--- config.mk ---
export PLATFORM = sky130hd
export DESIGN_NAME = drive_mode_interlock_core_flat
export DESIGN_NICKNAME = d
export VERILOG_FILES = /design/src/rtl/dmi_pkg.sv /design/src/rtl/dmi_if.sv /design/src/rtl/dmi_in_reg.sv /design/src/rtl/dmi_eval.sv /design/src/rtl/dmi_out_reg.sv /design/src/rtl/drive_mode_interlock_core.sv /design/src/flat_wrapper.sv
export SDC_FILE = /design/constraint.sdc
export NUM_CORES = 1
export LEC_CHECK = 0
export ABC_AREA = 1
export BUFFER_PORTS_ARGS = -buffer_cell sky130_fd_sc_hd__buf_2
export CORE_MARGIN = 3
export CORE_UTILIZATION = 35
export CTS_CLUSTER_DIAMETER = 30
export CTS_CLUSTER_SIZE = 30
export DETAILED_ROUTE_END_ITERATION = 8
export GPL_TIMING_DRIVEN = 0
export SLEW_MARGIN = 20
export SYNTH_ARGS = -nofsm -noshare
export SYNTH_HDL_FRONTEND = slang
export SYNTH_SLANG_ARGS = --single-unit
export TNS_END_PERCENT = 50
--- constraint.sdc ---
create_clock -name i_clk -period 3.7 [get_ports i_clk]
set_clock_uncertainty 0.15 [all_clocks]
set_input_delay 0.74 -clock i_clk [delete_from_list [all_inputs] [get_ports i_clk]]
set_output_delay 0.74 -clock i_clk [all_outputs]
set_load 0.005 [all_outputs]
--- src/rtl/dmi_pkg.sv ---
// Package for the drive-mode interlock: widths, action/mode/reject codes,
// event and result structs, the mode-code and wheel-rpm magnitude helpers.
// No dependencies.
package dmi_pkg;

    localparam int RPM_WIDTH = 16;
    localparam int LIMIT_W   = 15;
    localparam int MAG_W     = RPM_WIDTH + 1;
    localparam int CMP_W     = (MAG_W > LIMIT_W) ? MAG_W : LIMIT_W;

    localparam logic [LIMIT_W-1:0] LIMIT_RESET = LIMIT_W'(100);

    typedef enum logic [1:0] {
        ACT_PARK  = 2'd0,
        ACT_REV   = 2'd1,
        ACT_FAULT = 2'd2,
        ACT_SPEED = 2'd3
    } t_action;

    typedef enum logic [3:0] {
        MODE_FWD   = 4'b0001,
        MODE_REV   = 4'b0010,
        MODE_PARK  = 4'b0100,
        MODE_FAULT = 4'b1000
    } t_mode;

    typedef enum logic [1:0] {
        CODE_FWD   = 2'd0,
        CODE_REV   = 2'd1,
        CODE_PARK  = 2'd2,
        CODE_FAULT = 2'd3
    } t_mode_code;

    typedef enum logic [2:0] {
        REJ_NONE       = 3'd0,
        REJ_PARK_FAULT = 3'd1,
        REJ_PARK_FAST  = 3'd2,
        REJ_DIR_FAULT  = 3'd3,
        REJ_PARKED     = 3'd4,
        REJ_REV_FAST   = 3'd5
    } t_reject;

    typedef struct packed {
        logic [1:0]                  action;
        logic                        request_on;
        logic signed [RPM_WIDTH-1:0] left_rpm;
        logic signed [RPM_WIDTH-1:0] right_rpm;
    } t_evt;

    typedef struct packed {
        logic       accepted;
        logic [2:0] reject_code;
        logic [1:0] mode;
        logic       mode_changed;
        logic [2:0] last_reject;
    } t_res;

    function automatic logic [1:0] mode_code(input t_mode m);
        t_mode_code c;
        case (m)
            MODE_FWD:   c = CODE_FWD;
            MODE_REV:   c = CODE_REV;
            MODE_PARK:  c = CODE_PARK;
            MODE_FAULT: c = CODE_FAULT;
            default:    c = CODE_PARK;
        endcase
        return c;
    endfunction

    function automatic logic [MAG_W-1:0] rpm_mag(input logic signed [RPM_WIDTH-1:0] v);
        logic signed [MAG_W-1:0] ext;
        logic signed [MAG_W-1:0] neg;
        ext = {v[RPM_WIDTH-1], v};
        neg = -ext;
        return v[RPM_WIDTH-1] ? MAG_W'(neg) : MAG_W'(ext);
    endfunction

endpackage

--- src/rtl/dmi_if.sv ---
// Valid/ready channel interfaces for interlock events and results.
// Depends on dmi_pkg.
interface dmi_evt_if import dmi_pkg::*; ();
    logic                        valid;
    logic                        ready;
    logic [1:0]                  action;
    logic                        request_on;
    logic signed [RPM_WIDTH-1:0] left_rpm;
    logic signed [RPM_WIDTH-1:0] right_rpm;

    modport source (output valid, action, request_on, left_rpm, right_rpm, input ready);
    modport sink   (input valid, action, request_on, left_rpm, right_rpm, output ready);
endinterface

interface dmi_res_if import dmi_pkg::*; ();
    logic       valid;
    logic       ready;
    logic       accepted;
    logic [2:0] reject_code;
    logic [1:0] mode;
    logic       mode_changed;
    logic [2:0] last_reject;

    modport source (output valid, accepted, reject_code, mode, mode_changed, last_reject,
                    input ready);
    modport sink   (input valid, accepted, reject_code, mode, mode_changed, last_reject,
                    output ready);
endinterface

--- src/rtl/dmi_in_reg.sv ---
// Input register of the interlock: captures one event beat per cycle while it is empty or its held beat is taken.
// Depends on dmi_pkg and dmi_evt_if.
module dmi_in_reg import dmi_pkg::*; (
    input  logic           i_clk,
    input  logic           i_rst_n,
    dmi_evt_if.sink        i_evt,
    input  logic           i_take,
    output logic           o_vld,
    output t_evt           o_evt
);

    logic r_vld;
    t_evt r_evt;
    logic load;

    assign i_evt.ready = !r_vld || i_take;
    assign load        = i_evt.valid && i_evt.ready;

    always_ff @(posedge i_clk) begin
        if (!i_rst_n) begin
            r_vld <= 1'b0;
        end else if (load) begin
            r_vld <= 1'b1;
        end else if (i_take) begin
            r_vld <= 1'b0;
        end
    end

    always_ff @(posedge i_clk) begin
        if (load) begin
            r_evt.action     <= i_evt.action;
            r_evt.request_on <= i_evt.request_on;
            r_evt.left_rpm   <= i_evt.left_rpm;
            r_evt.right_rpm  <= i_evt.right_rpm;
        end
    end

    assign o_vld = r_vld;
    assign o_evt = r_evt;

endmodule

--- src/rtl/dmi_eval.sv ---
// Interlock decision logic and state: drive mode, peak wheel magnitude,
// kept reject code and the safe rpm limit register. Depends on dmi_pkg.
module dmi_eval import dmi_pkg::*; (
    input  logic               i_clk,
    input  logic               i_rst_n,
    input  logic               i_cfg_we,
    input  logic [LIMIT_W-1:0] i_cfg_data,
    input  logic               i_fire,
    input  t_evt               i_evt,
    output t_res               o_res
);

    t_mode              r_mode;
    t_mode              n_mode;
    logic [MAG_W-1:0]   r_max_mag;
    logic [MAG_W-1:0]   n_max_mag;
    logic [2:0]         r_kept;
    logic [2:0]         n_kept;
    logic [LIMIT_W-1:0] r_limit;
    t_reject            code;
    logic               slow;
    logic [MAG_W-1:0]   mag_l;
    logic [MAG_W-1:0]   mag_r;

    assign slow  = CMP_W'(r_max_mag) <= CMP_W'(r_limit);
    assign mag_l = rpm_mag(i_evt.left_rpm);
    assign mag_r = rpm_mag(i_evt.right_rpm);

    always_comb begin
        n_mode    = r_mode;
        n_max_mag = r_max_mag;
        code      = REJ_NONE;
        case (t_action'(i_evt.action))
            ACT_PARK: begin
                if (r_mode == MODE_FAULT) begin
                    code = REJ_PARK_FAULT;
                end else if (i_evt.request_on) begin
                    n_mode = MODE_PARK;
                end else if (!slow) begin
                    code = REJ_PARK_FAST;
                end else begin
                    n_mode = MODE_FWD;
                end
            end
            ACT_REV: begin
                if (r_mode == MODE_FAULT) begin
                    code = REJ_DIR_FAULT;
                end else if (r_mode == MODE_PARK) begin
                    code = REJ_PARKED;
                end else if (i_evt.request_on && !slow) begin
                    code = REJ_REV_FAST;
                end else begin
                    n_mode = i_evt.request_on ? MODE_REV : MODE_FWD;
                end
            end
            ACT_FAULT: begin
                if (i_evt.request_on) begin
                    n_mode = MODE_FAULT;
                end else if (r_mode == MODE_FAULT) begin
                    n_mode = MODE_PARK;
                end
            end
            default: begin
                n_max_mag = (mag_l > mag_r) ? mag_l : mag_r;
            end
        endcase
        n_kept = (code != REJ_NONE) ? code : r_kept;
    end

    assign o_res.accepted     = (code == REJ_NONE);
    assign o_res.reject_code  = code;
    assign o_res.mode         = mode_code(n_mode);
    assign o_res.mode_changed = (n_mode != r_mode);
    assign o_res.last_reject  = n_kept;

    always_ff @(posedge i_clk) begin
        if (!i_rst_n) begin
            r_mode    <= MODE_PARK;
            r_max_mag <= '0;
            r_kept    <= REJ_NONE;
        end else if (i_fire) begin
            r_mode    <= n_mode;
            r_max_mag <= n_max_mag;
            r_kept    <= n_kept;
        end
    end

    always_ff @(posedge i_clk) begin
        if (!i_rst_n) begin
            r_limit <= LIMIT_RESET;
        end else if (i_cfg_we) begin
            r_limit <= i_cfg_data;
        end
    end

endmodule

--- src/rtl/dmi_out_reg.sv ---
// Result register of the interlock: holds one result beat until taken.
// Depends on dmi_pkg and dmi_res_if.
module dmi_out_reg import dmi_pkg::*; (
    input  logic      i_clk,
    input  logic      i_rst_n,
    input  logic      i_load,
    input  t_res      i_res,
    dmi_res_if.source o_res,
    output logic      o_free
);

    logic r_vld;
    t_res r_res;

    assign o_free = !r_vld || o_res.ready;

    always_ff @(posedge i_clk) begin
        if (!i_rst_n) begin
            r_vld <= 1'b0;
        end else if (i_load) begin
            r_vld <= 1'b1;
        end else if (o_res.ready) begin
            r_vld <= 1'b0;
        end
    end

    always_ff @(posedge i_clk) begin
        if (i_load) begin
            r_res <= i_res;
        end
    end

    assign o_res.valid        = r_vld;
    assign o_res.accepted     = r_res.accepted;
    assign o_res.reject_code  = r_res.reject_code;
    assign o_res.mode         = r_res.mode;
    assign o_res.mode_changed = r_res.mode_changed;
    assign o_res.last_reject  = r_res.last_reject;

endmodule

--- src/rtl/drive_mode_interlock_core.sv ---
// Drive-mode interlock top level: input register, decision logic, result register.
// Depends on dmi_pkg, dmi_if, dmi_in_reg, dmi_eval, dmi_out_reg.
//
//  channel   dir   handshake            payload
//  i_evt     in    valid/ready          action, request_on, left_rpm, right_rpm
//  o_res     out   valid/ready          accepted, reject_code, mode, mode_changed,
//                                       last_reject
//  i_cfg     in    i_cfg_we             i_cfg_data (safe rpm limit)
//
// One event per cycle unless results stall; beats pass input then result register.
// The mode and speed state update in the same cycle the event leaves the input register,
// so the next event sees it at once.
// Reset is synchronous, active low: mode park, speeds zero, no kept reject, limit 100.
// A stalled result holds the result register; the input register keeps accepting
// while it is empty or draining.
module drive_mode_interlock_core import dmi_pkg::*; (
    input  logic               i_clk,
    input  logic               i_rst_n,
    dmi_evt_if.sink            i_evt,
    dmi_res_if.source          o_res,
    input  logic               i_cfg_we,
    input  logic [LIMIT_W-1:0] i_cfg_data
);

    logic in_vld;
    t_evt in_evt;
    logic out_free;
    logic fire;
    t_res res;

    assign fire = in_vld && out_free;

    dmi_in_reg u_in (
        .i_clk   (i_clk),
        .i_rst_n (i_rst_n),
        .i_evt   (i_evt),
        .i_take  (fire),
        .o_vld   (in_vld),
        .o_evt   (in_evt)
    );

    dmi_eval u_eval (
        .i_clk      (i_clk),
        .i_rst_n    (i_rst_n),
        .i_cfg_we   (i_cfg_we),
        .i_cfg_data (i_cfg_data),
        .i_fire     (fire),
        .i_evt      (in_evt),
        .o_res      (res)
    );

    dmi_out_reg u_out (
        .i_clk   (i_clk),
        .i_rst_n (i_rst_n),
        .i_load  (fire),
        .i_res   (res),
        .o_res   (o_res),
        .o_free  (out_free)
    );

`ifndef SYNTHESIS
    a_evt_held: assert property (@(posedge i_clk) disable iff (!i_rst_n)
        (i_evt.valid && i_evt.ready) |=> in_vld)
        else $error("accepted event beat not held in input register");

    a_acc_code: assert property (@(posedge i_clk) disable iff (!i_rst_n)
        o_res.valid |-> (o_res.accepted == (o_res.reject_code == REJ_NONE)))
        else $error("accepted flag disagrees with reject code");

    a_kept_code: assert property (@(posedge i_clk) disable iff (!i_rst_n)
        (o_res.valid && (o_res.reject_code != REJ_NONE))
            |-> (o_res.last_reject == o_res.reject_code))
        else $error("kept reject code does not follow refusal");

    a_fire_loads: assert property (@(posedge i_clk) disable iff (!i_rst_n)
        fire |=> o_res.valid)
        else $error("processed event did not produce a result beat");
`endif

endmodule

--- src/flat_wrapper.sv ---
// flat-port wrapper written by rule: the top's interface ports become plain ports
module drive_mode_interlock_core_flat import dmi_pkg::*;
  (i_clk, i_rst_n, i_cfg_we, i_cfg_data, i_evt_valid, i_evt_action, i_evt_request_on, i_evt_left_rpm, i_evt_right_rpm, i_evt_ready, o_res_valid, o_res_accepted, o_res_reject_code, o_res_mode, o_res_mode_changed, o_res_last_reject, o_res_ready);
  dmi_evt_if i_evt_i ();
  dmi_res_if o_res_i ();
  input  logic i_clk;
  input  logic i_rst_n;
  input  logic i_cfg_we;
  input  logic [LIMIT_W-1:0] i_cfg_data;
  input wire logic [$bits(i_evt_i.valid)-1:0] i_evt_valid;
  input wire logic [$bits(i_evt_i.action)-1:0] i_evt_action;
  input wire logic [$bits(i_evt_i.request_on)-1:0] i_evt_request_on;
  input wire logic [$bits(i_evt_i.left_rpm)-1:0] i_evt_left_rpm;
  input wire logic [$bits(i_evt_i.right_rpm)-1:0] i_evt_right_rpm;
  output wire logic [$bits(i_evt_i.ready)-1:0] i_evt_ready;
  output wire logic [$bits(o_res_i.valid)-1:0] o_res_valid;
  output wire logic [$bits(o_res_i.accepted)-1:0] o_res_accepted;
  output wire logic [$bits(o_res_i.reject_code)-1:0] o_res_reject_code;
  output wire logic [$bits(o_res_i.mode)-1:0] o_res_mode;
  output wire logic [$bits(o_res_i.mode_changed)-1:0] o_res_mode_changed;
  output wire logic [$bits(o_res_i.last_reject)-1:0] o_res_last_reject;
  input wire logic [$bits(o_res_i.ready)-1:0] o_res_ready;
  assign i_evt_i.valid = i_evt_valid;
  assign i_evt_i.action = i_evt_action;
  assign i_evt_i.request_on = i_evt_request_on;
  assign i_evt_i.left_rpm = i_evt_left_rpm;
  assign i_evt_i.right_rpm = i_evt_right_rpm;
  assign i_evt_ready = i_evt_i.ready;
  assign o_res_valid = o_res_i.valid;
  assign o_res_accepted = o_res_i.accepted;
  assign o_res_reject_code = o_res_i.reject_code;
  assign o_res_mode = o_res_i.mode;
  assign o_res_mode_changed = o_res_i.mode_changed;
  assign o_res_last_reject = o_res_i.last_reject;
  assign o_res_i.ready = o_res_ready;
  drive_mode_interlock_core u_core (.i_clk(i_clk), .i_rst_n(i_rst_n), .i_evt(i_evt_i), .o_res(o_res_i), .i_cfg_we(i_cfg_we), .i_cfg_data(i_cfg_data));
endmodule
* Yosys cells after proc, flatten, opt, wreduce, memory -nomap -nowiden
Index checks and enable logic that the tools add are counted.
** Operators by class
- Muxes and demuxes :: 26
- Bitwise gates (word level) :: 1
- Reduce and logical (&&, ||, !) cells :: 15
- Order comparisons :: 2
- Equal/unequal tests :: 8
- $add $sub $neg :: 2
** Operator list (count)
- $mux 17 :: 3
- $neg 16->17 :: 2
- $mux 4 :: 8
- $gt 17x17->1 :: 1
- $le 17x15->1 :: 1
- $mux 3 :: 4
- $pmux 4 s3 :: 1
- $eq 4x4->1 const B :: 2
- $mux 2 :: 4
- $pmux 2 s3 :: 1
- $pmux 3 s2 :: 1
- $eq 4x1->1 const B :: 1
- $eq 4x2->1 const B :: 1
- $eq 4x3->1 const B :: 1
- $mux 1 :: 4
- $ne 4x4->1 :: 1
- $reduce_bool 2->1 :: 2
- $logic_and 1x1->1 :: 3
- $logic_not 1->1 :: 3
- $logic_not 3->1 :: 1
- $reduce_bool 3->1 :: 1
- $reduce_or 3->1 :: 1
- $eq 2x1->1 const B :: 1
- $eq 2x2->1 const B :: 1
- 4 further kinds :: 5
** Storage, ports and cells
- Bits of input ports :: 55
- Flip-flop bits (word level) :: 86
- Word-level logic and storage cells :: 69
- Output and inout port bits :: 12

* Longest topological paths before layout
Gate-level depths: netlist of the first run.
- Word-level depth :: 9
- Mapped depth :: 21
- Mapped depth without buffers :: 20

* Modules after synthesis
A second synthesis of the first run with hierarchy kept.
** Unflattened totals
- Cells, all modules :: 624
- Area total of the unflattened synthesis :: 5076.1 um2
** By module, submodules not included
- dmi_eval :: times used 1, area an instance 3619.7 um2, cells an instance 564, seq. area each 780.7 um2
- dmi_in_reg :: times used 1, area an instance 1102.3 um2, cells an instance 42, seq. area each 1071.0 um2
- dmi_out_reg :: times used 1, area an instance 346.6 um2, cells an instance 16, seq. area each 320.3 um2
- drive_mode_interlock_core :: times used 1, area an instance 7.5 um2, cells an instance 2, seq. area each 0.0 um2

* Least setup slack after synthesis of the first run
Ideal clock, no wire load.
- Path kind :: register to register
- Start point :: reg u_core.u_in.r_evt (netlist bit u_core.u_in.o_evt[0])
- End point :: reg u_core.u_eval.r_max_mag[12]
- Library setup time :: 0.132 ns
- Data required time :: 3.418 ns
- Data arrival time :: 2.607 ns
- Path slack :: 0.810 ns
- Period minus slack after synthesis :: 2.890 ns
- Stages on the path, launching flop included :: 20
- Buffers on the path :: 1
- Cells stage by stage :: edfxtp_1 -> inv_1 -> ha_1 -> inv_1 -> nor3_2 -> nand3_1 -> nor2_1 -> nand2_1 -> o21ai_1 -> xor2_1 -> ha_1 -> a21oi_1 -> o21ai_0 -> a21oi_1 -> nand3_2 -> nand2_2 -> buf_6 -> nand2_1 -> nand3_1 -> a21oi_1
** Between the ends
- Cells in the longest elaborated chain, start to end :: 4
** RTL lines
- start: declaration :: line dmi_in_reg.sv:13 : t_evt r_evt;
- $neg 16->17 :: line dmi_pkg.sv:74 : neg = -ext;
- $mux 17 * :: line dmi_pkg.sv:75 : return v[RPM_WIDTH-1] ? MAG_W'(neg) : MAG_W'(ext);
- $gt 17x17->1 :: line dmi_eval.sv:64 : n_max_mag = (mag_l > mag_r) ? mag_l : mag_r;
- $mux 17 * :: line dmi_eval.sv:64
- end signal: assignment :: line dmi_eval.sv:83 : r_max_mag <= n_max_mag;
- end: declaration :: line dmi_eval.sv:15 : logic [MAG_W-1:0] r_max_mag;
Every way passes the cells marked *; elsewhere a longest branch is shown, timed or not.
A chain may end at the register's enable or synchronous reset.

* Worst setup path in the final report of the first run
- Start point :: reg u_core.u_in.r_evt (netlist bit u_core.u_in.o_evt[0])
- End point :: reg u_core.u_eval.r_max_mag[9]
Same word-level chain as after synthesis.

==> metrics.txt, run 1 <==
post-DP HPWL 9.16 mm; die height 127 um; row cnt 43; TritonCTS buffer count 9; pre-CTS WS 0.122 ns; Hold Path Origin u_core.u_eval.r_max_mag[16]; reg2reg end u_core.u_eval.r_max_mag[9]; R2R cell count 18; final hold viol count 0; GR Util met2 22.8%; Die ar. 16100 sq um; Placer Congestion 0.944; initial antenna violation count 0; Core Area 14100 sq um; CP max FO 10; iteration count of the initial detailed-routing pass 5; pin count of the biggest net entering global routing 36; Clock Pin Slew Worst Setup and Hold Paths 0.07 ns; multi-input combinational cell area 2540 sq um; final WL 11.4 mm; synthesized area per cell 8.25 sq um; Detail Route Antenna Nets 0; fmax 293 MHz; worst slew pin tran 0.844 ns; largest family of logic cells by synthesized area simple AND/OR/NAND/NOR gates; GR peak layer met2; post-synthesis adder-cell area fraction 8.29%; Critical Path AT 3.48 ns; IO buf count 66; max-slew violation count 0; Syn-to-layout area delta 17.2%; Worst Slack Setup Final 0.283 ns; CTS tree done; status complete, no violations; CTS sink cnt 86; Seq cells post-synth 86; H-tree depth 3; maximum VDD drop 0.213 mV; leakage 2.75 nW; Hold Crit Depth 2; GRT overflow 0; clock root cell clkbuf_16; vias in the first global route 4025; Hold WC Path Type reg2reg; global-route wire length before repair 19.1 mm; hold buffers post-CTS 0; fillers 1420; Ports 67; fraction of registers with async set/reset 0%; met3 Usage GRT 3.51%; Final #Nets 790; Top FF cell, synth edfxtp_1; Critical Path RT 3.76 ns; sink of the worst hold path u_core.u_eval.r_max_mag[16]; Post-Layout Cell Count 886; crit path time final 3.42 ns; number of remaining DRC errors 0; FF+latch area 2170 sq um; syn_nets 711; DR vias 4288; Initial Utilization 36.4%; R2R Setup Slk 0.28 ns; mux cell area share after synthesis 0%; wire per inst 12.9 um; synthesized instance count 622; fin util 42.7%; post-synthesis xor/xnor area fraction 4.44%; Total Power 2.43 mW; Setup violations, final 0; Total Neg Setup Slack 0 ns; GRT Util Overall 14.7%; Synth cell types 44; Synth Warn # 0; unrepaired setup endpoints after global routing false; Synth Area in Compound Gates 10.1%; antenna diode count 0; Synth Area in Simple Gates 26.4%; number of vias per cell 4.84; critical path startpoint category flip-flop; Reg2Reg Launch Point u_core.u_in.o_evt[0]; die width 127 um; Max-Slew Margin vs Limit 43.8%; register area share after synthesis 42.3%; worst setup path class reg2reg; Skew-Pair Late Insertion Delay 0.35 ns; period utilization 92.4%; Max Cap Viol 0; Inst Count DP 868; EDFF count, synth 45; Starting DRT DRC Count 244; power per cell area 404 nW/um^2; Crit. End Element flip-flop; deepest clock path buffer count 2; met1 Usage GRT 20.1%; Synth Cell Area 5130 sq um; share of cells above drive strength 1 19.8%
state kept, by name, summed over array words and instances (netlist names):
signal                           cells
u_core.u_out.o_res.mode              2
u_core.u_eval.r_limit               15
u_core.u_in.o_evt                   35
u_core.u_out.o_res.valid             1
u_core.u_in.o_vld                    1
u_core.u_eval.r_max_mag             17
u_core.u_out.o_res.last_reject       3
u_core.u_out.o_res.mode_changed      1
u_core.u_eval.r_kept                 3
u_core.u_out.o_res.accepted          1
u_core.u_out.o_res.reject_code       3
u_core.u_eval.r_mode                 4
placed cells by master (no fill, tap or decap), drive strengths merged, types with 13 or more instances in the layout:
| cell | count |
|---|---|
| nand2 | 135 |
| inv | 100 |
| buf | 73 |
| a21oi | 55 |
| nand3 | 52 |
| edfxtp | 45 |
| dfxtp | 41 |
| nor2 | 36 |
| ha | 34 |
| o21ai | 33 |
| xor2 | 20 |
| clkbuf | 18 |
| nand3b | 13 |
| nand4 | 13 |
| nor3 | 13 |
repair_timing:
item                       in CTS  in global routing
setup buffers                   0                  2
setup endpoints to repair       0                 14
resized for setup               0                  3
where the power goes:
group | internal, mW | total [mW] | switching (mW)
clock network | 0.478 | 0.886 | 0.408
registers | 1.06 | 1.09 | 0.0312
logic | 0.170 | 0.452 | 0.282
total | 1.71 | 2.43 | 0.721
critical path, stage by stage (launching register included):
cell and delay [ns]:
edfxtp_1 0.44, inv_1 0.15, ha_1 0.16, inv_1 0.06, nor3_2 0.14, nand3_1 0.14, nor2_2 0.16, a21oi_1 0.09
xor2_1 0.15, inv_1 0.10, ha_1 0.32, nand4_1 0.17, o21ai_0 0.29, nand2_1 0.10, nand3_2 0.14, buf_2 0.22
nand3b_1 0.10, nand3_1 0.12, a21oi_1 0.07
stage by stage:
| step | area (sq um) | hold slack [ns] |
|---|---|---|
| after floorplan | 5130 | 0.283 |
| after global placement | 5690 | 0.305 |
| after detailed placement | 5690 | 0.314 |
| after CTS | 5980 | 0.324 |
| after global routing | 6010 | 0.340 |
| final | 6010 | 0.317 |
cell families (layout without fill, tap and decap cells):
group                    after synthesis  after routing
AND/OR/NAND/NOR                      268            268
buffers and inverters                110            194
AO/OA/AOI/OAI                         96             96
flip-flops                            86             86
adder cells (fa/ha/maj)               34             34
XOR/XNOR                              26             26
other                                  2              2
how the worst max path moves through the flow:
stage                         start  cells after the start  slack (ns)                           to
2_1_floorplan  u_core.u_in.o_evt[0]                     19        0.81  u_core.u_eval.r_max_mag[12]
6_report       u_core.u_in.o_evt[0]                     18        0.28   u_core.u_eval.r_max_mag[9]
3_3_place_gp   u_core.u_in.o_evt[0]                     19        0.28  u_core.u_eval.r_max_mag[15]
5_1_grt        u_core.u_in.o_evt[0]                     19        0.03  u_core.u_eval.r_max_mag[15]
4_1_cts        u_core.u_in.o_evt[0]                     19        0.11  u_core.u_eval.r_max_mag[15]
3_5_place_dp   u_core.u_in.o_evt[0]                     19        0.12  u_core.u_eval.r_max_mag[15]
layout make-up:
class                           instances  share of cell area [%]
Timing Repair Buffer                   68                    5.74
Clock buffer                            9                    3.75
Clock inverter                          7                    1.23
Sequential cell                        86                    36.1
Multi-Input combinational cell        426                    42.3
Inverter                               96                    6.01
Buffer                                 14                    1.08
Tap cell                              180                    3.75
cells in the mapped netlist, types with 5 or more instances:
cell type  instances  share of area, %
nand4_1           11               1.3
nand2_1          125               9.1
clkbuf_1           9              0.66
nor2_2             7              0.85
inv_2              5              0.37
inv_1             90               6.6
nand3_2            8               1.6
nand3b_1          13               1.9
o21ai_0           29               2.8
xor2_1            20               3.4
nand3_1           44               4.3
edfxtp_1          45                26
nor2_1            27               2.0
ha_1              34               8.3
nand2_2            8              0.98
a21oi_1           53               5.2
dfxtp_1           41                16
xnor2_1            6               1.0
nor3_1             9              0.88
routing by layer:
metal,share of wire [%],vias up
met4,1.9,0
met5,0,-
li1,-,2219
met3,5.7,14
met1,48,1946
met2,44,109
Power figures use the tool's default switching activity.
==> run 2: changes to the inputs <==
--- a/config.mk
+++ b/config.mk
@@ -7,12 +7,15 @@
 export LEC_CHECK = 0
 export ABC_AREA = 1
 export BUFFER_PORTS_ARGS = -buffer_cell sky130_fd_sc_hd__buf_2
+export CELL_PAD_IN_SITES_DETAIL_PLACEMENT = 0
+export CELL_PAD_IN_SITES_GLOBAL_PLACEMENT = 1
 export CORE_MARGIN = 3
 export CORE_UTILIZATION = 35
 export CTS_CLUSTER_DIAMETER = 30
 export CTS_CLUSTER_SIZE = 30
 export DETAILED_ROUTE_END_ITERATION = 8
 export GPL_TIMING_DRIVEN = 0
+export PLACE_DENSITY_LB_ADDON = 0.1
 export SLEW_MARGIN = 20
 export SYNTH_ARGS = -nofsm -noshare
 export SYNTH_HDL_FRONTEND = slang
==> metrics.txt, run 2 (synthesis gave the netlist of run 1 again) <==
Critical Path AT 3.49 ns (was 3.48 ns); die height 127 um (unchanged); power per cell area 406 nW/um^2 (was 404 nW/um^2); Placer Congestion 0.874 (was 0.944); CP Cell Sequence inv_1 > ha_1 > inv_1 > nor3_2 > nand3_1 > nor2_2 > a21oi_1 > xor2_1 > inv_1 > ha_1 > nand4_1 > nor4_2 > nand3_2 > nand2_4 > buf_6 > nand2_1 > nand3_1 > a21oi_1 (was inv_1 > ha_1 > inv_1 > nor3_2 > nand3_1 > nor2_2 > a21oi_1 > xor2_1 > inv_1 > ha_1 > nand4_1 > o21ai_0 > nand2_1 > nand3_2 > buf_2 > nand3b_1 > nand3_1 > a21oi_1); die width 127 um (unchanged); vias in the first global route 4031 (was 4025); Detail Route Antenna Nets 0 (unchanged); Initial Utilization 36.4% (unchanged); Logic pwr share 18.4% (was 18.6%); antenna diode count 0 (unchanged); most common cell after layout, fill and taps aside nand2_1 (unchanged); CP max FO 10 (unchanged); CP most frequent cell inv_1 (unchanged); post-DP HPWL 9.62 mm (was 9.16 mm); Setup violations, final 0 (unchanged); deepest clock path buffer count 2 (unchanged); max-slew violation count 0 (unchanged); fin util 42.8% (was 42.7%); switch share 29.1% (was 29.7%); Final #Nets 791 (was 790); Ports 67 (unchanged); Crit. End Element flip-flop (unchanged); Max-Slew Margin vs Limit 38.5% (was 43.8%); Starting DRT DRC Count 168 (was 244); iteration count of the initial detailed-routing pass 5 (unchanged); most frequent cells in the layout 125 x nand2_1, 89 x inv_1, 70 x buf_2, 53 x a21oi_1, 45 x edfxtp_1 (unchanged); Largest register FFs 35 (unchanged); slowest CP cell edfxtp_1 (unchanged); crit path time final 3.43 ns (was 3.42 ns); share of cells above drive strength 1 19.9% (was 19.8%); Syn-to-layout area delta 17.6% (was 17.2%); GRT Util Overall 15.4% (was 14.7%); IO buf count 66 (unchanged); CTS sink cnt 86 (unchanged); fmax 292 MHz (was 293 MHz); DR vias 4245 (was 4288); H-tree depth 3 (unchanged); Min Hold Slack 0.316 ns (was 0.317 ns); Clock Pin Slew Worst Setup and Hold Paths 0.07 ns (about the same); number of remaining DRC errors 0 (unchanged); initial antenna violation count 0 (unchanged); worst setup path class reg2reg (unchanged); Die ar. 16100 sq um (unchanged); TritonCTS buffer count 9 (unchanged); Top Family by Delay on Critical Path simple AND/OR/NAND/NOR gates (unchanged); final WL 11.9 mm (was 11.4 mm); worst slew pin tran 0.923 ns (was 0.844 ns); status complete, no violations (unchanged); R2R Setup Slk 0.27 ns (was 0.28 ns); Max Cap Viol 0 (unchanged); pin count of the biggest net entering global routing 36 (unchanged); R2R cell count 18 (unchanged); peak per-stage delay on the critical path 0.45 ns (was 0.44 ns); Hold WC Path Type reg2reg (unchanged); Core Area 14100 sq um (unchanged); Critical Path RT 3.76 ns (about the same); period utilization 92.6% (was 92.4%); wire per inst 13.4 um (was 12.9 um); maximum VDD drop 0.211 mV (was 0.213 mV); unrepaired setup endpoints after global routing false (unchanged); Skew-Pair Late Insertion Delay 0.35 ns (about the same); Hold Crit Depth 2 (unchanged); row cnt 43 (unchanged); global-route wire length before repair 20.0 mm (was 19.1 mm); Crit path depth 18 (unchanged); final hold viol count 0 (unchanged); fillers 1471 (was 1420); clock root cell clkbuf_16 (unchanged); CTS tree done (unchanged); number of vias per cell 4.79 (was 4.84); GRT overflow 0 (unchanged); Total Neg Setup Slack 0 ns (unchanged); Buf/Inv on CP 4 (unchanged); leakage 2.76 nW (was 2.75 nW); Cell Int Power 1.74 mW (was 1.71 mW); switching pwr 0.712 mW (was 0.721 mW); sequential fraction of design power 44.7% (was 45.0%); critical path startpoint category flip-flop (unchanged); Clk pwr share 36.9% (was 36.4%)
==> run 2: worst paths after layout <==
kind	start	end
max	u_core.u_in.o_evt[0]	u_core.u_eval.r_max_mag[9]
min	u_core.u_eval.r_max_mag[0]	u_core.u_eval.r_max_mag[0]
max reg2reg	u_core.u_in.o_evt[0]	u_core.u_eval.r_max_mag[9]
min reg2reg	u_core.u_eval.r_max_mag[0]	u_core.u_eval.r_max_mag[0]
==> run 2: per-stage QoR <==
| step | power [mW] | instance area [sq um] | setup slack [ns] | cells |
|---|---|---|---|---|
| global route | 2.60 | 6030 | 0.00662 | 887 |
| finish | 2.45 | 6030 | 0.274 | 887 |
| floorplan | 1.43 | 5130 | 0.810 | 622 |
| detailed placement | 1.56 | 5690 | 0.152 | 868 |
| global placement | 1.55 | 5690 | 0.174 | 868 |
| CTS | 2.48 | 5990 | 0.130 | 884 |
==> run 2: layout make-up <==
class                   count  area [sq um]  area share (%)
clock buffers              10           250            4.15
well taps                 180           225            3.73
plain buffers              14          65.1            1.08
repair buffers             69           353            5.85
multi-input cells         426          2550            42.3
inverters                  96           362            5.99
clock inverters             6          51.3           0.850
flip-flops and latches     86          2170            36.0
==> run 2: routing by layer <==
layer | GRT usage, % | part of all wire, %
met2 | 23.4 | 43
met1 | 22.0 | 52
met3 | 3.30 | 4.2
met4 | 4.79 | 1.6
met5 | 0 | 0
==> run 2: repair_timing <==
action | CTS | global route
hold buffers | 0 | 0
buffers inserted | 0 | 3
endpoints found under the setup margin | 0 | 11
resized for setup | 0 | 4
==> run 2: tightest hold or removal path: stages (launching register included) <==
cell and delay, ns:
dfxtp_1 0.31, nand2_1 0.06, a21oi_1 0.05
==> run 2: power by group through the flow <==
stage	Sequential (mW)	Clock, mW	Combinational [mW]
after global placement	1.12	0	0.436
after floorplan	1.11	0	0.321
after CTS	1.10	0.932	0.449
after global routing	1.10	0.982	0.520
after detailed placement	1.12	0	0.447
final	1.09	0.903	0.451
